$ cat src/hdl/cdcnt_pkg.sv
// shared types, constants and calendar helper functions for the date counter
package cdcnt_pkg;

    // field widths
    localparam int YEAR_W   = 14;
    localparam int MONTH_W  = 4;
    localparam int DAY_W    = 5;
    localparam int MOD100_W = 7;
    localparam int CENT_W   = 2;
    localparam int KIND_W   = 3;
    localparam int MODE_W   = 2;

    // default depth of the queue between front and back
    localparam int QUEUE_DEPTH = 4;

    // input modes
    localparam logic [MODE_W-1:0] MODE_LOAD = 2'd0;
    localparam logic [MODE_W-1:0] MODE_FWD  = 2'd1;
    localparam logic [MODE_W-1:0] MODE_BACK = 2'd2;

    // classified item kinds handed from front to back
    localparam logic [KIND_W-1:0] KIND_LOAD = 3'd0;
    localparam logic [KIND_W-1:0] KIND_BAD  = 3'd1;
    localparam logic [KIND_W-1:0] KIND_FWD  = 3'd2;
    localparam logic [KIND_W-1:0] KIND_BACK = 3'd3;
    localparam logic [KIND_W-1:0] KIND_NOP  = 3'd4;

    // calendar limits
    localparam logic [YEAR_W-1:0]   YEAR_MIN   = 14'd1;
    localparam logic [YEAR_W-1:0]   YEAR_MAX   = 14'd9999;
    localparam logic [MONTH_W-1:0]  MONTH_MIN  = 4'd1;
    localparam logic [MONTH_W-1:0]  MONTHS     = 4'd12;
    localparam logic [DAY_W-1:0]    DAY_MIN    = 5'd1;
    localparam logic [DAY_W-1:0]    DAY_LONG   = 5'd31;
    localparam logic [MOD100_W-1:0] MOD100_MAX = 7'd99;

    // reciprocal of 100 scaled by 2^19, exact quotient for years below 43690
    localparam logic [12:0] RECIP_100   = 13'd5243;
    localparam int          RECIP_SHIFT = 19;

    // one classified item
    typedef struct packed {
        logic [KIND_W-1:0]   kind;
        logic [YEAR_W-1:0]   year;
        logic [MONTH_W-1:0]  month;
        logic [DAY_W-1:0]    day;
        logic [MOD100_W-1:0] mod100;
        logic [CENT_W-1:0]   cent4;
    } t_cmd;

    // leap rule from year mod 4, year mod 100 and century mod 4
    function automatic logic leap_of(input logic [1:0] ylo,
                                     input logic [MOD100_W-1:0] m100,
                                     input logic [CENT_W-1:0] c4);
        return (ylo == 2'd0) && ((m100 != '0) || (c4 == '0));
    endfunction

    // days in a month, zero for a month out of range
    function automatic logic [DAY_W-1:0] month_len(input logic [MONTH_W-1:0] m,
                                                   input logic leap);
        logic [DAY_W-1:0] len;
        case (m)
            4'd1, 4'd3, 4'd5, 4'd7, 4'd8, 4'd10, 4'd12: len = 5'd31;
            4'd4, 4'd6, 4'd9, 4'd11:                   len = 5'd30;
            4'd2:                                      len = leap ? 5'd29 : 5'd28;
            default:                                   len = 5'd0;
        endcase
        return len;
    endfunction

endpackage

$ cat src/hdl/cdcnt_front.sv
// front end: accepts items, splits the load year and checks load dates
module cdcnt_front import cdcnt_pkg::*; (
    input  logic                 i_clk,
    input  logic                 i_rst_n,
    input  logic                 i_valid,
    output logic                 o_ready,
    input  logic [MODE_W-1:0]    i_mode,
    input  logic [YEAR_W-1:0]    i_year,
    input  logic [MONTH_W-1:0]   i_month,
    input  logic [DAY_W-1:0]     i_day,
    output logic                 o_cmd_vld,
    output t_cmd                 o_cmd,
    input  logic                 i_cmd_rdy
);

    logic                 r_a_vld;
    logic [MODE_W-1:0]    r_a_mode;
    logic [YEAR_W-1:0]    r_a_year;
    logic [MONTH_W-1:0]   r_a_month;
    logic [DAY_W-1:0]     r_a_day;
    logic [7:0]           r_a_q;
    logic                 r_b_vld;
    t_cmd                 r_b_cmd;
    t_cmd                 n_b_cmd;

    logic [26:0]          w_prod;
    logic [YEAR_W-1:0]    w_hund;
    logic [YEAR_W-1:0]    w_rem;
    logic                 w_leap;
    logic [DAY_W-1:0]     w_len;
    logic                 w_ok;
    logic                 w_b_take;

    // stage handshakes
    assign w_b_take = !r_b_vld || i_cmd_rdy;
    assign o_ready  = !r_a_vld || w_b_take;

    // year divided by 100 through the scaled reciprocal
    assign w_prod = {13'd0, i_year} * {14'd0, RECIP_100};

    // stage a: capture item and quotient
    always_ff @(posedge i_clk) begin
        if (!i_rst_n) begin
            r_a_vld <= 1'b0;
        end else if (o_ready) begin
            r_a_vld <= i_valid;
        end
        if (o_ready && i_valid) begin
            r_a_mode  <= i_mode;
            r_a_year  <= i_year;
            r_a_month <= i_month;
            r_a_day   <= i_day;
            r_a_q     <= w_prod[RECIP_SHIFT +: 8];
        end
    end

    // remainder mod 100 and validity of a load
    assign w_hund = {r_a_q, 6'd0} + {1'b0, r_a_q, 5'd0} + {4'd0, r_a_q, 2'd0};
    assign w_rem  = r_a_year - w_hund;
    assign w_leap = leap_of(r_a_year[1:0], w_rem[MOD100_W-1:0], r_a_q[CENT_W-1:0]);
    assign w_len  = month_len(r_a_month, w_leap);
    assign w_ok   = (r_a_year >= YEAR_MIN) && (r_a_year <= YEAR_MAX)
                 && (r_a_month >= MONTH_MIN) && (r_a_month <= MONTHS)
                 && (r_a_day >= DAY_MIN) && (r_a_day <= w_len);

    // classify the item
    always_comb begin
        n_b_cmd.year   = r_a_year;
        n_b_cmd.month  = r_a_month;
        n_b_cmd.day    = r_a_day;
        n_b_cmd.mod100 = w_rem[MOD100_W-1:0];
        n_b_cmd.cent4  = r_a_q[CENT_W-1:0];
        case (r_a_mode)
            MODE_LOAD: n_b_cmd.kind = w_ok ? KIND_LOAD : KIND_BAD;
            MODE_FWD:  n_b_cmd.kind = KIND_FWD;
            MODE_BACK: n_b_cmd.kind = KIND_BACK;
            default:   n_b_cmd.kind = KIND_NOP;
        endcase
    end

    // stage b: classified item toward the queue
    always_ff @(posedge i_clk) begin
        if (!i_rst_n) begin
            r_b_vld <= 1'b0;
        end else if (w_b_take) begin
            r_b_vld <= r_a_vld;
        end
        if (w_b_take && r_a_vld) begin
            r_b_cmd <= n_b_cmd;
        end
    end

    assign o_cmd_vld = r_b_vld;
    assign o_cmd     = r_b_cmd;

endmodule

$ cat src/hdl/cdcnt_queue.sv
// short queue of classified items between front and back
module cdcnt_queue import cdcnt_pkg::*; #(
    parameter int DEPTH = QUEUE_DEPTH
) (
    input  logic i_clk,
    input  logic i_rst_n,
    input  logic i_push_vld,
    output logic o_push_rdy,
    input  t_cmd i_push_cmd,
    output logic o_pop_vld,
    input  logic i_pop_rdy,
    output t_cmd o_pop_cmd
);

    localparam int PTR_W = (DEPTH > 1) ? $clog2(DEPTH) : 1;
    localparam int CNT_W = $clog2(DEPTH + 1);

    t_cmd             r_mem [DEPTH];
    logic [PTR_W-1:0] r_wr;
    logic [PTR_W-1:0] r_rd;
    logic [CNT_W-1:0] r_count;
    logic             w_push;
    logic             w_pop;

    assign o_push_rdy = (r_count != CNT_W'(DEPTH));
    assign o_pop_vld  = (r_count != '0);
    assign w_push     = i_push_vld && o_push_rdy;
    assign w_pop      = o_pop_vld && i_pop_rdy;
    assign o_pop_cmd  = r_mem[r_rd];

    // storage
    always_ff @(posedge i_clk) begin
        if (w_push) begin
            r_mem[r_wr] <= i_push_cmd;
        end
    end

    // pointers and fill count
    always_ff @(posedge i_clk) begin
        if (!i_rst_n) begin
            r_wr    <= '0;
            r_rd    <= '0;
            r_count <= '0;
        end else begin
            if (w_push) begin
                r_wr <= (r_wr == PTR_W'(DEPTH - 1)) ? '0 : r_wr + 1'b1;
            end
            if (w_pop) begin
                r_rd <= (r_rd == PTR_W'(DEPTH - 1)) ? '0 : r_rd + 1'b1;
            end
            if (w_push && !w_pop) begin
                r_count <= r_count + 1'b1;
            end else if (!w_push && w_pop) begin
                r_count <= r_count - 1'b1;
            end
        end
    end

endmodule

$ cat src/hdl/cdcnt_back.sv
// back end: holds the date, applies each item and registers the result
module cdcnt_back import cdcnt_pkg::*; (
    input  logic                 i_clk,
    input  logic                 i_rst_n,
    input  logic                 i_cmd_vld,
    output logic                 o_cmd_rdy,
    input  t_cmd                 i_cmd,
    output logic                 o_out_vld,
    input  logic                 i_out_rdy,
    output logic [YEAR_W-1:0]    o_year,
    output logic [MONTH_W-1:0]   o_month,
    output logic [DAY_W-1:0]     o_day,
    output logic                 o_leap,
    output logic                 o_month_end,
    output logic                 o_err
);

    // held date with year mod 100 and century mod 4 for the leap rule
    logic [YEAR_W-1:0]   r_year,   n_year;
    logic [MONTH_W-1:0]  r_month,  n_month;
    logic [DAY_W-1:0]    r_day,    n_day;
    logic [MOD100_W-1:0] r_mod100, n_mod100;
    logic [CENT_W-1:0]   r_cent4,  n_cent4;
    logic                n_err;
    logic                n_leap;
    logic                n_month_end;

    logic                r_out_vld;
    logic [YEAR_W-1:0]   r_out_year;
    logic [MONTH_W-1:0]  r_out_month;
    logic [DAY_W-1:0]    r_out_day;
    logic                r_out_leap;
    logic                r_out_month_end;
    logic                r_out_err;

    logic                w_leap_cur;
    logic [DAY_W-1:0]    w_len_cur;
    logic                w_fire;

    assign o_cmd_rdy  = !r_out_vld || i_out_rdy;
    assign w_fire     = i_cmd_vld && o_cmd_rdy;
    assign w_leap_cur = leap_of(r_year[1:0], r_mod100, r_cent4);
    assign w_len_cur  = month_len(r_month, w_leap_cur);

    // next date
    always_comb begin
        n_year   = r_year;
        n_month  = r_month;
        n_day    = r_day;
        n_mod100 = r_mod100;
        n_cent4  = r_cent4;
        n_err    = 1'b0;
        case (i_cmd.kind)
            KIND_LOAD: begin
                n_year   = i_cmd.year;
                n_month  = i_cmd.month;
                n_day    = i_cmd.day;
                n_mod100 = i_cmd.mod100;
                n_cent4  = i_cmd.cent4;
            end
            KIND_BAD: begin
                n_err = 1'b1;
            end
            KIND_FWD: begin
                if (r_day >= w_len_cur) begin
                    if (r_month < MONTHS) begin
                        n_month = r_month + 1'b1;
                        n_day   = DAY_MIN;
                    end else if (r_year < YEAR_MAX) begin
                        n_year  = r_year + 1'b1;
                        n_month = MONTH_MIN;
                        n_day   = DAY_MIN;
                        if (r_mod100 == MOD100_MAX) begin
                            n_mod100 = '0;
                            n_cent4  = r_cent4 + 1'b1;
                        end else begin
                            n_mod100 = r_mod100 + 1'b1;
                        end
                    end else begin
                        n_err = 1'b1;
                    end
                end else begin
                    n_day = r_day + 1'b1;
                end
            end
            KIND_BACK: begin
                if (r_day <= DAY_MIN) begin
                    if (r_month > MONTH_MIN) begin
                        n_month = r_month - 1'b1;
                        n_day   = month_len(r_month - 1'b1, w_leap_cur);
                    end else if (r_year > YEAR_MIN) begin
                        n_year  = r_year - 1'b1;
                        n_month = MONTHS;
                        n_day   = DAY_LONG;
                        if (r_mod100 == '0) begin
                            n_mod100 = MOD100_MAX;
                            n_cent4  = r_cent4 - 1'b1;
                        end else begin
                            n_mod100 = r_mod100 - 1'b1;
                        end
                    end else begin
                        n_err = 1'b1;
                    end
                end else begin
                    n_day = r_day - 1'b1;
                end
            end
            default: begin
                n_err = 1'b0;
            end
        endcase
    end

    // flags of the new date
    assign n_leap      = leap_of(n_year[1:0], n_mod100, n_cent4);
    assign n_month_end = (n_day == month_len(n_month, n_leap));

    // date state
    always_ff @(posedge i_clk) begin
        if (!i_rst_n) begin
            r_year   <= YEAR_MIN;
            r_month  <= MONTH_MIN;
            r_day    <= DAY_MIN;
            r_mod100 <= 7'd1;
            r_cent4  <= '0;
        end else if (w_fire) begin
            r_year   <= n_year;
            r_month  <= n_month;
            r_day    <= n_day;
            r_mod100 <= n_mod100;
            r_cent4  <= n_cent4;
        end
    end

    // output register
    always_ff @(posedge i_clk) begin
        if (!i_rst_n) begin
            r_out_vld <= 1'b0;
        end else if (o_cmd_rdy) begin
            r_out_vld <= i_cmd_vld;
        end
        if (w_fire) begin
            r_out_year      <= n_year;
            r_out_month     <= n_month;
            r_out_day       <= n_day;
            r_out_leap      <= n_leap;
            r_out_month_end <= n_month_end;
            r_out_err       <= n_err;
        end
    end

    assign o_out_vld   = r_out_vld;
    assign o_year      = r_out_year;
    assign o_month     = r_out_month;
    assign o_day       = r_out_day;
    assign o_leap      = r_out_leap;
    assign o_month_end = r_out_month_end;
    assign o_err       = r_out_err;

    // held date stays a real calendar date
    a_month_range: assert property (@(posedge i_clk) disable iff (!i_rst_n)
        (r_month >= MONTH_MIN) && (r_month <= MONTHS))
        else $error("held month out of range");

    a_day_range: assert property (@(posedge i_clk) disable iff (!i_rst_n)
        (r_day >= DAY_MIN) && (r_day <= w_len_cur))
        else $error("held day out of range for its month");

    a_year_range: assert property (@(posedge i_clk) disable iff (!i_rst_n)
        (r_year >= YEAR_MIN) && (r_year <= YEAR_MAX))
        else $error("held year out of range");

    // an error result leaves the held date untouched
    a_err_holds: assert property (@(posedge i_clk) disable iff (!i_rst_n)
        (w_fire && n_err) |=> ((r_year == $past(r_year)) && (r_month == $past(r_month))
                               && (r_day == $past(r_day))))
        else $error("date changed on an error item");

endmodule

$ cat src/hdl/calendar_date_up_down_counter_unit.sv
// top level of the gregorian calendar date up/down counter
//
// One date, 0001-01-01 to 9999-12-31, is held. Each input item loads a new
// date, steps forward a day or steps back a day; each yields one result
// item with the held date after the item, leap and month-end flags and an
// error flag. An invalid load or a step out of range flags an error and
// keeps the date; mode 3 keeps the date without error.
// Input channel i_s_*: tuser carries the mode, tdata the load fields.
// Output channel o_m_*: tdata carries the date and flags, tuser the error.
// An accepted item passes front stage a, front stage b (check), the item
// queue and the output register before its result is valid.
// Throughput: one item per cycle while i_m_tready stays high; the date
// update loops combinationally through the held date in the back end.
// A stalled receiver first fills the output register, then the item queue
// (QUEUE_DEPTH_P entries) and the two front stages before o_s_tready drops.
// Synchronous reset sets the date to 0001-01-01 and empties all stages.
module calendar_date_up_down_counter_unit import cdcnt_pkg::*; #(
    parameter int QUEUE_DEPTH_P = QUEUE_DEPTH
) (
    input  logic        i_clk,
    input  logic        i_rst_n,
    input  logic        i_s_tvalid,
    output logic        o_s_tready,
    input  logic [23:0] i_s_tdata,   // load_year, load_month, load_day, zero pad
    input  logic [1:0]  i_s_tuser,   // mode
    output logic        o_m_tvalid,
    input  logic        i_m_tready,
    output logic [31:0] o_m_tdata,   // cur_year, cur_month, cur_day, leap_flag,
                                     // month_end_flag, zero pad
    output logic        o_m_tuser    // error_flag
);

    logic                q_push_vld;
    logic                q_push_rdy;
    t_cmd                q_push_cmd;
    logic                q_pop_vld;
    logic                q_pop_rdy;
    t_cmd                q_pop_cmd;
    logic [YEAR_W-1:0]   w_year;
    logic [MONTH_W-1:0]  w_month;
    logic [DAY_W-1:0]    w_day;
    logic                w_leap;
    logic                w_month_end;

    // accept and classify
    cdcnt_front u_front (
        .i_clk     (i_clk),
        .i_rst_n   (i_rst_n),
        .i_valid   (i_s_tvalid),
        .o_ready   (o_s_tready),
        .i_mode    (i_s_tuser),
        .i_year    (i_s_tdata[13:0]),
        .i_month   (i_s_tdata[17:14]),
        .i_day     (i_s_tdata[22:18]),
        .o_cmd_vld (q_push_vld),
        .o_cmd     (q_push_cmd),
        .i_cmd_rdy (q_push_rdy)
    );

    // decoupling queue
    cdcnt_queue #(
        .DEPTH (QUEUE_DEPTH_P)
    ) u_queue (
        .i_clk      (i_clk),
        .i_rst_n    (i_rst_n),
        .i_push_vld (q_push_vld),
        .o_push_rdy (q_push_rdy),
        .i_push_cmd (q_push_cmd),
        .o_pop_vld  (q_pop_vld),
        .i_pop_rdy  (q_pop_rdy),
        .o_pop_cmd  (q_pop_cmd)
    );

    // date update and result register
    cdcnt_back u_back (
        .i_clk       (i_clk),
        .i_rst_n     (i_rst_n),
        .i_cmd_vld   (q_pop_vld),
        .o_cmd_rdy   (q_pop_rdy),
        .i_cmd       (q_pop_cmd),
        .o_out_vld   (o_m_tvalid),
        .i_out_rdy   (i_m_tready),
        .o_year      (w_year),
        .o_month     (w_month),
        .o_day       (w_day),
        .o_leap      (w_leap),
        .o_month_end (w_month_end),
        .o_err       (o_m_tuser)
    );

    // result packing
    assign o_m_tdata = {7'd0, w_month_end, w_leap, w_day, w_month, w_year};

endmodule
$ cat config.mk
export PLATFORM = sky130hd
export DESIGN_NAME = calendar_date_up_down_counter_unit
export DESIGN_NICKNAME = d
export VERILOG_FILES = /design/src/hdl/cdcnt_pkg.sv /design/src/hdl/cdcnt_front.sv /design/src/hdl/cdcnt_queue.sv /design/src/hdl/cdcnt_back.sv /design/src/hdl/calendar_date_up_down_counter_unit.sv
export SDC_FILE = /design/constraint.sdc
export NUM_CORES = 1
export LEC_CHECK = 0
export ABC_CLOCK_PERIOD_IN_PS = 6000
export BUFFER_PORTS_ARGS = -buffer_cell sky130_fd_sc_hd__clkbuf_2
export CELL_PAD_IN_SITES_DETAIL_PLACEMENT = 0
export CELL_PAD_IN_SITES_GLOBAL_PLACEMENT = 1
export CORE_ASPECT_RATIO = 1.1
export CORE_MARGIN = 8
export CORE_UTILIZATION = 45
export DETAILED_ROUTE_END_ITERATION = 16
export PLACE_DENSITY = 0.75
export SLEW_MARGIN = 25
export SYNTH_ARGS = -nofsm -noshare
export SYNTH_HDL_FRONTEND = slang
export SYNTH_SLANG_ARGS = --single-unit
$ cat constraint.sdc
create_clock -name i_clk -period 6 [get_ports i_clk]
set_clock_uncertainty 0.15 [all_clocks]
set_input_delay 0.6 -clock i_clk [delete_from_list [all_inputs] [get_ports i_clk]]
set_output_delay 0.6 -clock i_clk [all_outputs]
set_load 0.005 [all_outputs]
# After elaboration in Yosys (flattened, before gate mapping)
# Memory sizes are Yosys's and may differ from the RTL's. A register that Yosys moved wholly into a read port is not among the register bits.
# Cells that the tools add are included.
# op_classes
add_sub_neg	17
n_mux	63
n_reduce_logical	47
magnitude_cmp	12
multipliers	1
n_eq_ne	58
# op_table
op	count
14-bit 2-to-1 mux	6
4-bit equality test, second input constant	20
5-bit case mux with 3 select lines	5
4-bit by 3-bit equality test with 1-bit output, second input constant	16
7-bit 2-to-1 mux	8
14-bit case mux with 3 select lines	1
4-bit by 2-bit equality test with 1-bit output, second input constant	8
5-bit 2-to-1 mux	6
7-bit OR reduction	4
14-bit by 13-bit multiplier with 24-bit output, second input constant	1
2-bit 2-to-1 mux	12
4-bit 2-to-1 mux	6
7-bit case mux with 3 select lines	1
7-bit nonzero test	3
4-bit by 1-bit equality test with 1-bit output, second input constant	4
4-bit OR reduction	4
14-bit by 1-bit adder with 14-bit output, second input constant	1
7-bit adder	2
14-bit by 1-bit greater-or-equal comparator with 1-bit output, second input constant	1
14-bit by 1-bit greater-than comparator with 1-bit output, second input constant	1
14-bit less-or-equal comparator, second input constant	1
1-bit logical AND	14
2-bit logical NOT	7
14-bit less-than comparator, second input constant	1
other kinds (39)	65
# totals
mem_count	1
word_cells	227
output_inout_bits	35
mem_bits_rw	140
regBits	133
# memory_table
memory	words	width	rd	rd_clocked_by_memory_dff	wr	line	source
u_queue.r_mem	4	35	1	1	1	cdcnt_queue.sv:18	t_cmd r_mem [DEPTH];

# Depth between registers and ports, before layout
# Gate-level depths: netlist of run 1.
# logic_depth
word_depth	14
mapped_depth	21

# Hierarchy
# A second synthesis of run 1 with hierarchy kept.
# hier_totals
cells_unflattened	1411
area_unflattened_um2	16505.8
# modules_own_cells
module	n_inst	cells_each	area_per_inst_um2	seq_area_each_um2
cdcnt_front	1	505	5766.8	1931.9
cdcnt_queue	1	234	5527.8	4384.2
cdcnt_back	1	662	5139.9	1441.4
calendar_date_up_down_counter_unit	1	10	71.3	0.0

# Worst setup path before layout of run 1
# Ideal clock, no wire load.
# synth_path
path_type	input-to-reg
from	input i_s_tdata[10]
to	register u_front.r_a_q[4], data pin
path_stages	16
setup_slack_ps	716
arrival_ps	4873
n_path_buf	0
setup_time_ps	261
cell_sequence	fa_1 -> ha_1 -> fa_1 -> fa_1 -> fa_1 -> ha_1 -> a21o_1 -> a211o_1 -> o22a_1 -> nand3_1 -> or4_1 -> nand3_1 -> a21oi_1 -> o21ai_0 -> nor4_1 -> a311o_1
# synth_between
elab_chain_cells	1
# synth_lines
element	line	source
start, declared	calendar_date_up_down_counter_unit.sv:24	input logic [23:0] i_s_tdata,
14-bit by 13-bit multiplier with 24-bit output	cdcnt_front.sv:39	assign w_prod = {13'd0, i_year} * {14'd0, RECIP_100};
net u_front.w_prod[23]	cdcnt_front.sv:26	logic [26:0] w_prod;
end signal, assigned	cdcnt_front.sv:53	r_a_q <= w_prod[RECIP_SHIFT +: 8];
end, declared	cdcnt_front.sv:21	logic [7:0] r_a_q;
# The timed path passes the listed nets, and every way through them passes these cells.
# A chain may end at the register's enable or synchronous reset.

# Worst setup path in the final report of run 1
# Ends and elaborated chain as after synthesis.

==> results of run 1 <==
cells in the final DEF (no fill, tap or decap), drive strengths merged, types with 6 or more instances in the layout:
| cell | instances |
|---|---|
| a21oi | 58 |
| mux2i | 9 |
| nor3 | 36 |
| buf | 21 |
| nor4 | 16 |
| o211ai | 13 |
| xnor2 | 20 |
| or4 | 7 |
| clkbuf | 84 |
| inv | 162 |
| nor2 | 95 |
| o31ai | 7 |
| conb | 7 |
| dfxtp | 44 |
| or3 | 8 |
| o21a | 8 |
| a22oi | 8 |
| nor2b | 9 |
| and3 | 11 |
| xor2 | 9 |
| nand2 | 62 |
| o311ai | 6 |
| a21o | 8 |
| ha | 130 |
| nand3 | 27 |
| a31oi | 20 |
| o21ai | 46 |
| clkinv | 12 |
| nand4 | 11 |
| edfxtp | 221 |
| mux4 | 33 |
| a211oi | 19 |
| fa | 63 |
| and2 | 15 |
metal layers:
metal  GRT usage [%]  vias up  routed length (um)
li1                -     4986                   -
met1           21.29     5060               15240
met2           31.20      240               18460
met3           2.370       64                1511
met4           6.459        0                 982
met5               0        -                   0
where the power goes:
group	switching, mW	total, mW	leakage, nW	internal [mW]
logic	2.18	3.61	4.07	1.43
registers	0.302	2.68	2.42	2.38
clock network	0.714	1.72	0.439	1.00
area by class of cell:
cell class,instances,area share [%]
inverters,160,3.439
well taps,444,3.168
clock inverters,21,1.334
flip-flops and latches,265,42.88
repair buffers,77,2.497
clock buffers,28,3.874
multi-input cells,852,42.81
logic make-up (layout without fill, tap and decap cells):
family,Yosys count,in the layout
XOR/XNOR,29,29
buffers and inverters,229,286
AO/OA/AOI/OAI,260,260
other,1,7
adder cells (fa/ha/maj),193,193
AND/OR/NAND/NOR,318,318
multiplexers,45,45
flip-flops,265,265
worst min path at each step:
stage | start | to | slack (ns)
2_1_floorplan | u_front.r_a_year[12] | u_front.o_cmd[30] | 0.28
4_1_cts | i_s_tdata[14] | u_front.r_a_month[0] | 0.06
3_3_place_gp | u_front.r_a_year[12] | u_front.o_cmd[30] | 0.29
5_1_grt | i_s_tdata[16] | u_front.r_a_month[2] | 0.07
3_5_place_dp | u_front.r_a_year[12] | u_front.o_cmd[30] | 0.29
6_report | i_s_tdata[14] | u_front.r_a_month[0] | 0.08
state kept, by name, indices dropped and copies added, names as in the netlist, 2 cells and up, named ones only:
signal / flops
u_queue.r_wr: 2
u_back.r_cent4: 2
u_queue.r_count: 3
u_queue.r_mem: 132
u_front.r_a_q: 5
u_back.r_day: 5
u_back.r_mod100: 7
u_front.r_a_year: 14
u_back.r_year: 14
u_front.r_a_day: 5
u_back.o_month: 4
u_front.o_cmd: 33
u_queue.r_rd: 2
u_front.r_a_mode: 2
u_front.r_a_month: 4
u_back.o_year: 14
u_back.o_day: 5
u_back.r_month: 4
per-stage QoR:
stage	area [sq um]	instances
after floorplan	15970	1346
after global placement	16620	1798
after detailed placement	16620	1798
after CTS	17540	1847
after global routing	17540	1847
final	17540	1847
worst max-delay path: stages:
cell,delay [ns]
clkbuf_2,0.18
fa_1,0.50
ha_1,0.31
fa_1,0.47
fa_1,0.55
fa_1,0.50
ha_1,0.32
a21o_1,0.11
a211o_1,0.14
o22a_1,0.18
nand3_1,0.07
or4_1,0.39
nand3_1,0.16
a21oi_1,0.14
o21ai_0,0.38
nor4_1,0.09
a311o_1,0.33
==> summary.txt, run 1 <==
Outcome
  • Status: complete, no violations

STA
  • Final period util: 88.28%
  • Hold WS: 0.08351 ns
  • Final worst setup slack: 0.7032 ns
  • Final setup fails: 0
  • FMAX: 0.1888 GHz
  • Final setup TNS: 0 ns
  • Max Slew Vio Count: 0
  • Final Hold Viols: 0
  • Crit path time final: 5.297 ns
  • Slew @ Worst Pin: 0.9121 ns
  • Relative slew slack: 39.20%
  • RSZ-0062 raised after global routing: no

Yosys
  • Commonest cells in the netlist: edfxtp_1 (221), inv_1 (157), ha_1 (130), nor2_1 (94), fa_1 (63)
  • Synth Area in XOR/XNOR: 1.593%
  • Post-Syn Area: 0.01595 sq mm
  • Register area share after synthesis: 47.13%
  • Warnings, synthesis: 0
  • EDFF count, synth: 221
  • Avg Inst Size Synth: 11.90 sq um
  • Largest area contributor in the netlist: edfxtp_1
  • Synthesized flop and latch total: 265
  • Largest family of logic cells by synthesized area: adder cells
  • Post-Synth Adder-Cell Area: 18.11%
  • Top cells by area, synth: edfxtp_1 (42%), ha_1 (10%), fa_1 (7.9%)
  • Post-synthesis cell count: 1340
  • Ys flop type: edfxtp_1
  • Post-synthesis async set-or-reset flop share: 0%
  • Library cells used by synthesis: 95
  • Post-synthesis mux area share: 5.437%
  • Synth top area share: 41.61%
  • Cell with the most instances after synthesis: edfxtp_1
  • Post-Synth Simple-Gate Area: 10.19%
  • Compound-Gate Fraction of Synth Area: 11.53%

Critical path
  • Worst EP required: 6.14 ns
  • CP max FO: 7
  • Worst setup EP type: flop
  • Worst Reg2Reg Path Length in Cells: 17
  • Data arrival, critical path: 5.43 ns
  • Critical path startpoint category: primary input
  • Reg2reg setup slack: 0.93 ns
  • Kind of critical path: primary input to flop
  • R2R Path Start: u_back.r_mod100[0]
  • Crit Reg-Reg Endpoint: u_back.o_month_end
  • CP startpoint: i_s_tdata[10]
  • Setup crit end: u_front.r_a_q[4]

Placed design
  • GPL Wtd Cong: 0.9228
  • Buffers on Ports: 56
  • HPWL Detailed: 26210 um
  • Pre-CTS setup slack: 0.1610 ns

Routing
  • Residual DRC: 0
  • ANT nets after route: 0
  • Routed via count: 10350
  • First-pass DRT Iterations: 5
  • DRT iter0 DRCs: 736
  • Final wirelength: 36200 um
  • Vias per std cell: 5.604
  • Routed WL per cell: 19.60 um

Clock tree
  • Sink Count: 265
  • Post_cts resized: 0
  • Post-CTS setup repair buffer count: 0
  • Num CTS Buffers: 27
  • Clock root cell: clkbuf_16
  • Clock Pin Slew Worst Setup and Hold Paths: 0.06 ns
  • Post-cts hold buffer count: 0
  • CTS max path bufs: 3
  • CTS tree: done
  • Worst-skew pair later-pin latency: 0.54 ns
  • H-tree lvl count: 1

Layout
  • FF+latch area: 0.007518 sq mm
  • P&R area growth vs syn: 9.948%
  • ANT cells: 0
  • Layout cells sized above 1: 13.33%
  • Fillers: 3068
  • Core Util, Final: 50.04%
  • Final #Nets: 1606
  • Area of the multi-input gates: 0.007507 sq mm

GRT
  • Initial antenna violation count: 0
  • Vias in the first global route: 10510
  • Largest net degree at the start of global routing: 60
  • Total congestion overflow: 0
  • All-Layer GR Usage: 17.41%
  • First-pass GRT wire length: 57680 um

Floorplanning
  • IO Pins: 65
  • Core box area: 0.03504 sq mm
  • Die area: 0.04173 sq mm
  • Die Y: 213.5 um
  • Initial Util: 45.51%
  • Num rows: 72
  • Die width: 195.5 um

Power
  • Power Density: 456.7 mW/mm^2
  • Power after layout: 8.009 mW
  • Leakage Power: 6.920 nW
  • Max VDD drop: 0.0003067 V

Worst hold path
  • Min-delay worst type: primary input to flop
  • WHS Path Cells: 1

Flow run
  • Max cap viols: 0
No activity file was read; power rests on OpenSTA's default activity.
==> run 2, diff against run 1 <==
--- a/config.mk
+++ b/config.mk
@@ -17,4 +17,5 @@
 export SLEW_MARGIN = 25
 export SYNTH_ARGS = -nofsm -noshare
 export SYNTH_HDL_FRONTEND = slang
+export SYNTH_HIERARCHICAL = 1
 export SYNTH_SLANG_ARGS = --single-unit
==> run 2 against run 1 <==
Compared with the run above:
- design area increased by 3.2%
- sequential cell count increased by 8
- hold slack gained 0.0084 ns
- clock power barely moved
- first-iteration DRC count increased by 3.9%
- critical path depth unchanged
- synthesized cell count increased by 5.3%
- non-clock buffer count fell by 3
==> summary.txt, run 2 <==
Yosys
  • Cell with the most instances after synthesis: edfxtp_1
  • Ys flop type: edfxtp_1
  • Largest area contributor in the netlist: edfxtp_1
  • Avg Inst Size Synth: 11.70 sq um (-1.7%)
  • Post-synthesis cell count: 1411 (+5.3%)
  • Top cells by area, synth: edfxtp_1 (42%), ha_1 (9.9%), fa_1 (7.6%)
  • Warnings, synthesis: 6 (+6)
  • Synth top area share: 41.66% (+0.052 points)
  • Post-Syn Area: 0.01651 sq mm (+3.5%)
  • Library cells used by synthesis: 87 (-8.4%)
  • Commonest cells in the netlist: edfxtp_1 (229), inv_1 (173), ha_1 (130), nand2_1 (76), a21oi_1 (71)
  • Synthesized flop and latch total: 273 (+3.0%)
  • EDFF count, synth: 229 (+3.6%)
  • Post-synthesis async set-or-reset flop share: 0% (unchanged)
  • Register area share after synthesis: 47.00% (-0.13 points)

Placed design
  • Buffers on Ports: 56 (unchanged)
  • GPL Wtd Cong: 0.9467 (+2.6%)
  • DP Cell Count: 1902 (+5.8%)
  • HPWL Detailed: 26970 um (+2.9%)
  • Pre-CTS setup slack: 0.6049 ns (+0.4440 ns)

Layout
  • ANT cells: 0 (unchanged)
  • Commonest non-fill, non-tap cell in the layout: edfxtp_1
  • Largest Register: u_queue/r_mem
  • Most frequent cells in the layout: edfxtp_1 (229), inv_1 (172), ha_1 (130), nand2_1 (76), a21oi_1 (71)
  • Final #Nets: 1666 (+3.7%)
  • Max reg flops: 140 (+6.1%)
  • P&R area growth vs syn: 9.688%
  • Final std cells w/o fill: 1950 (+5.6%)
  • Layout cells sized above 1: 13.26% (-0.068 points)

Routing
  • Routed via count: 10830 (+4.6%)
  • Vias per std cell: 5.551 (-0.94%)
  • ANT nets after route: 0 (unchanged)
  • Routed WL per cell: 18.94 um (-3.4%)
  • Residual DRC: 0 (unchanged)
  • Final wirelength: 36930 um (+2.0%)
  • DRT iter0 DRCs: 765 (+3.9%)
  • First-pass DRT Iterations: 5 (unchanged)

STA
  • Final setup TNS: 0 ns (unchanged)
  • Hold WS: 0.09190 ns (+0.008386 ns)
  • Relative slew slack: 35.53% (-3.7 points)
  • Slew @ Worst Pin: 0.9671 ns (+0.05504 ns)
  • Max Slew Vio Count: 0 (unchanged)
  • Final setup fails: 0 (unchanged)
  • RSZ-0062 raised after global routing: no
  • Final Hold Viols: 0 (unchanged)
  • Final period util: 93.11% (+4.8 points)
  • FMAX: 0.1790 GHz (-5.2%)
  • Crit path time final: 5.587 ns (+0.2900 ns)
  • Final worst setup slack: 0.4132 ns (-0.2900 ns)

GRT
  • First-pass GRT wire length: 58700 um (+1.8%)
  • All-Layer GR Usage: 17.06% (-0.35 points)
  • Initial antenna violation count: 0 (unchanged)
  • Vias in the first global route: 10930 (+4.0%)
  • M1 GR Usage: 20.62% (-0.68 points)
  • Met3 Track Usage GR: 1.744% (-0.63 points)
  • Total congestion overflow: 0 (unchanged)
  • GR Util met2: 30.45% (-0.75 points)
  • Largest net degree at the start of global routing: 58 (-3.3%)
  • Gr busiest metal: met2

Critical path
  • Kind of critical path: flop to flop
  • Reg2reg setup slack: 0.41 ns (-0.52 ns)
  • Worst setup EP type: flop
  • CP startpoint: u_back/r_mod100[0]
  • Worst EP required: 6.14 ns (about the same)
  • Data arrival, critical path: 5.72 ns (+0.29 ns)
  • Critical path startpoint category: flop
  • R2R Path Start: u_back/r_mod100[0]
  • CP max FO: 9 (+2)

Flow run
  • Max cap viols: 0 (unchanged)

Power
  • Power Density: 484.9 mW/mm^2 (+6.2%)
  • Max VDD drop: 0.0002148 V (-30%)
  • Leakage Power: 7.127 nW (+3.0%)
  • Power after layout: 8.779 mW (+9.6%)

Clock tree
  • Post-cts hold buffer count: 0 (unchanged)
  • Post_cts resized: 0 (unchanged)
  • CTS tree: done
  • Worst-skew pair later-pin latency: 0.53 ns (about the same)
  • Clock root cell: clkbuf_16
  • Post-CTS setup repair buffer count: 0 (unchanged)
  • H-tree lvl count: 1 (unchanged)
  • Sink Count: 273 (+3.0%)
  • CTS max path bufs: 3 (unchanged)
  • Num CTS Buffers: 26 (-3.7%)
  • Clock Pin Slew Worst Setup and Hold Paths: 0.06 ns (about the same)

Worst hold path
  • Hold_sp: i_s_tdata[21]
  • Min-delay worst type: primary input to flop

Floorplanning
  • Num rows: 73 (+1.4%)
  • Die area: 0.04307 sq mm (+3.2%)
  • Core box area: 0.03617 sq mm (+3.2%)
  • IO Pins: 65 (unchanged)
  • Initial Util: 45.63% (+0.12 points)
  • Die width: 198.6 um (+1.6%)
  • Die Y: 216.9 um (+1.6%)

Outcome
  • Status: complete, no violations
## run 2: changes by cell type after synthesis, moves of 8 or more
cell	change
nor3_1	-9
buf_2	-9
a31oi_1	-9
inv_1	+16
edfxtp_1	+8
o21ai_0	+11
nand2b_1	+9
nand3_1	+14
nor2_1	-26
nand2_1	+15
a21oi_1	+15
clkbuf_1	+11
## run 2: cell type report
class | instances | area, sq um
inverter | 173 | 649.4
tap | 487 | 609.3
timing repair buffer | 74 | 415.4
sequential | 273 | 7759
clock buffer | 28 | 679.4
multi-input combinational | 895 | 7749
fill | 3247 | 18060
clock inverter | 20 | 244.0
## run 2: cells by family (layout without fill, tap and decap cells)
group / after synthesis / after routing / synth area share (%)
and+or+nand+nor: 333 / 333 / 10.54
AOI/OAI and AO/OA: 288 / 288 / 11.78
DFF: 273 / 273 / 47.00
buffers and inverters: 249 / 295 / 6.239
adders and majority gates: 193 / 193 / 17.50
muxes: 43 / 43 / 5.276
xor gates and xnor gates: 31 / 31 / 1.645
other: 1 / 7 / 0.02272
## run 2: worst max-delay path, cell delays in order (launching register included)
cell,delay (ns)
dfxtp_1,0.40
inv_1,0.11
ha_1,0.28
nor3b_1,0.45
nand2_1,0.31
o21ai_0,0.49
a21oi_1,0.16
ha_1,0.31
nor2b_1,0.04
o21ai_0,0.29
a31oi_2,0.28
nor3_1,0.80
a31o_2,0.29
a21oi_1,0.05
a211o_1,0.37
o2111ai_2,0.26
nand4_1,0.12
o211a_1,0.16
## run 2: layer usage
metal	vias to the layer above	part of all wire, %
met5	-	0
li1	5180	-
met4	0	4.2
met3	88	3.8
met2	268	51
met1	5289	41
## run 2: power breakdown
part           switching, mW  internal (mW)  leakage [nW]
Combinational           2.60           1.68          4.19
Clock                  0.700           1.04         0.448
Sequential             0.305           2.45          2.49
Total                   3.61           5.17          7.13
## run 2: path summary, 6_finish.rpt
| kind | end | depth (start not counted) |
|---|---|---|
| worst max-delay path | u_back/o_month_end | 17 |
| worst min-delay path | u_front/r_a_day[3] | 1 |
| worst max register to register | u_back/o_month_end | 17 |
| worst min register to register | u_front/o_cmd[30] | 0 |
## run 2: stage by stage
| step | area (sq um) | utilization, % |
|---|---|---|
| 3_3_place_gp | 17180 | 47.50 |
| 2_1_floorplan | 16530 | - |
| 3_5_place_dp | 17180 | 47.50 |
| 6_report | 18100 | 50.06 |
| 5_1_grt | 18100 | 50.06 |
| 4_1_cts | 18100 | 50.06 |
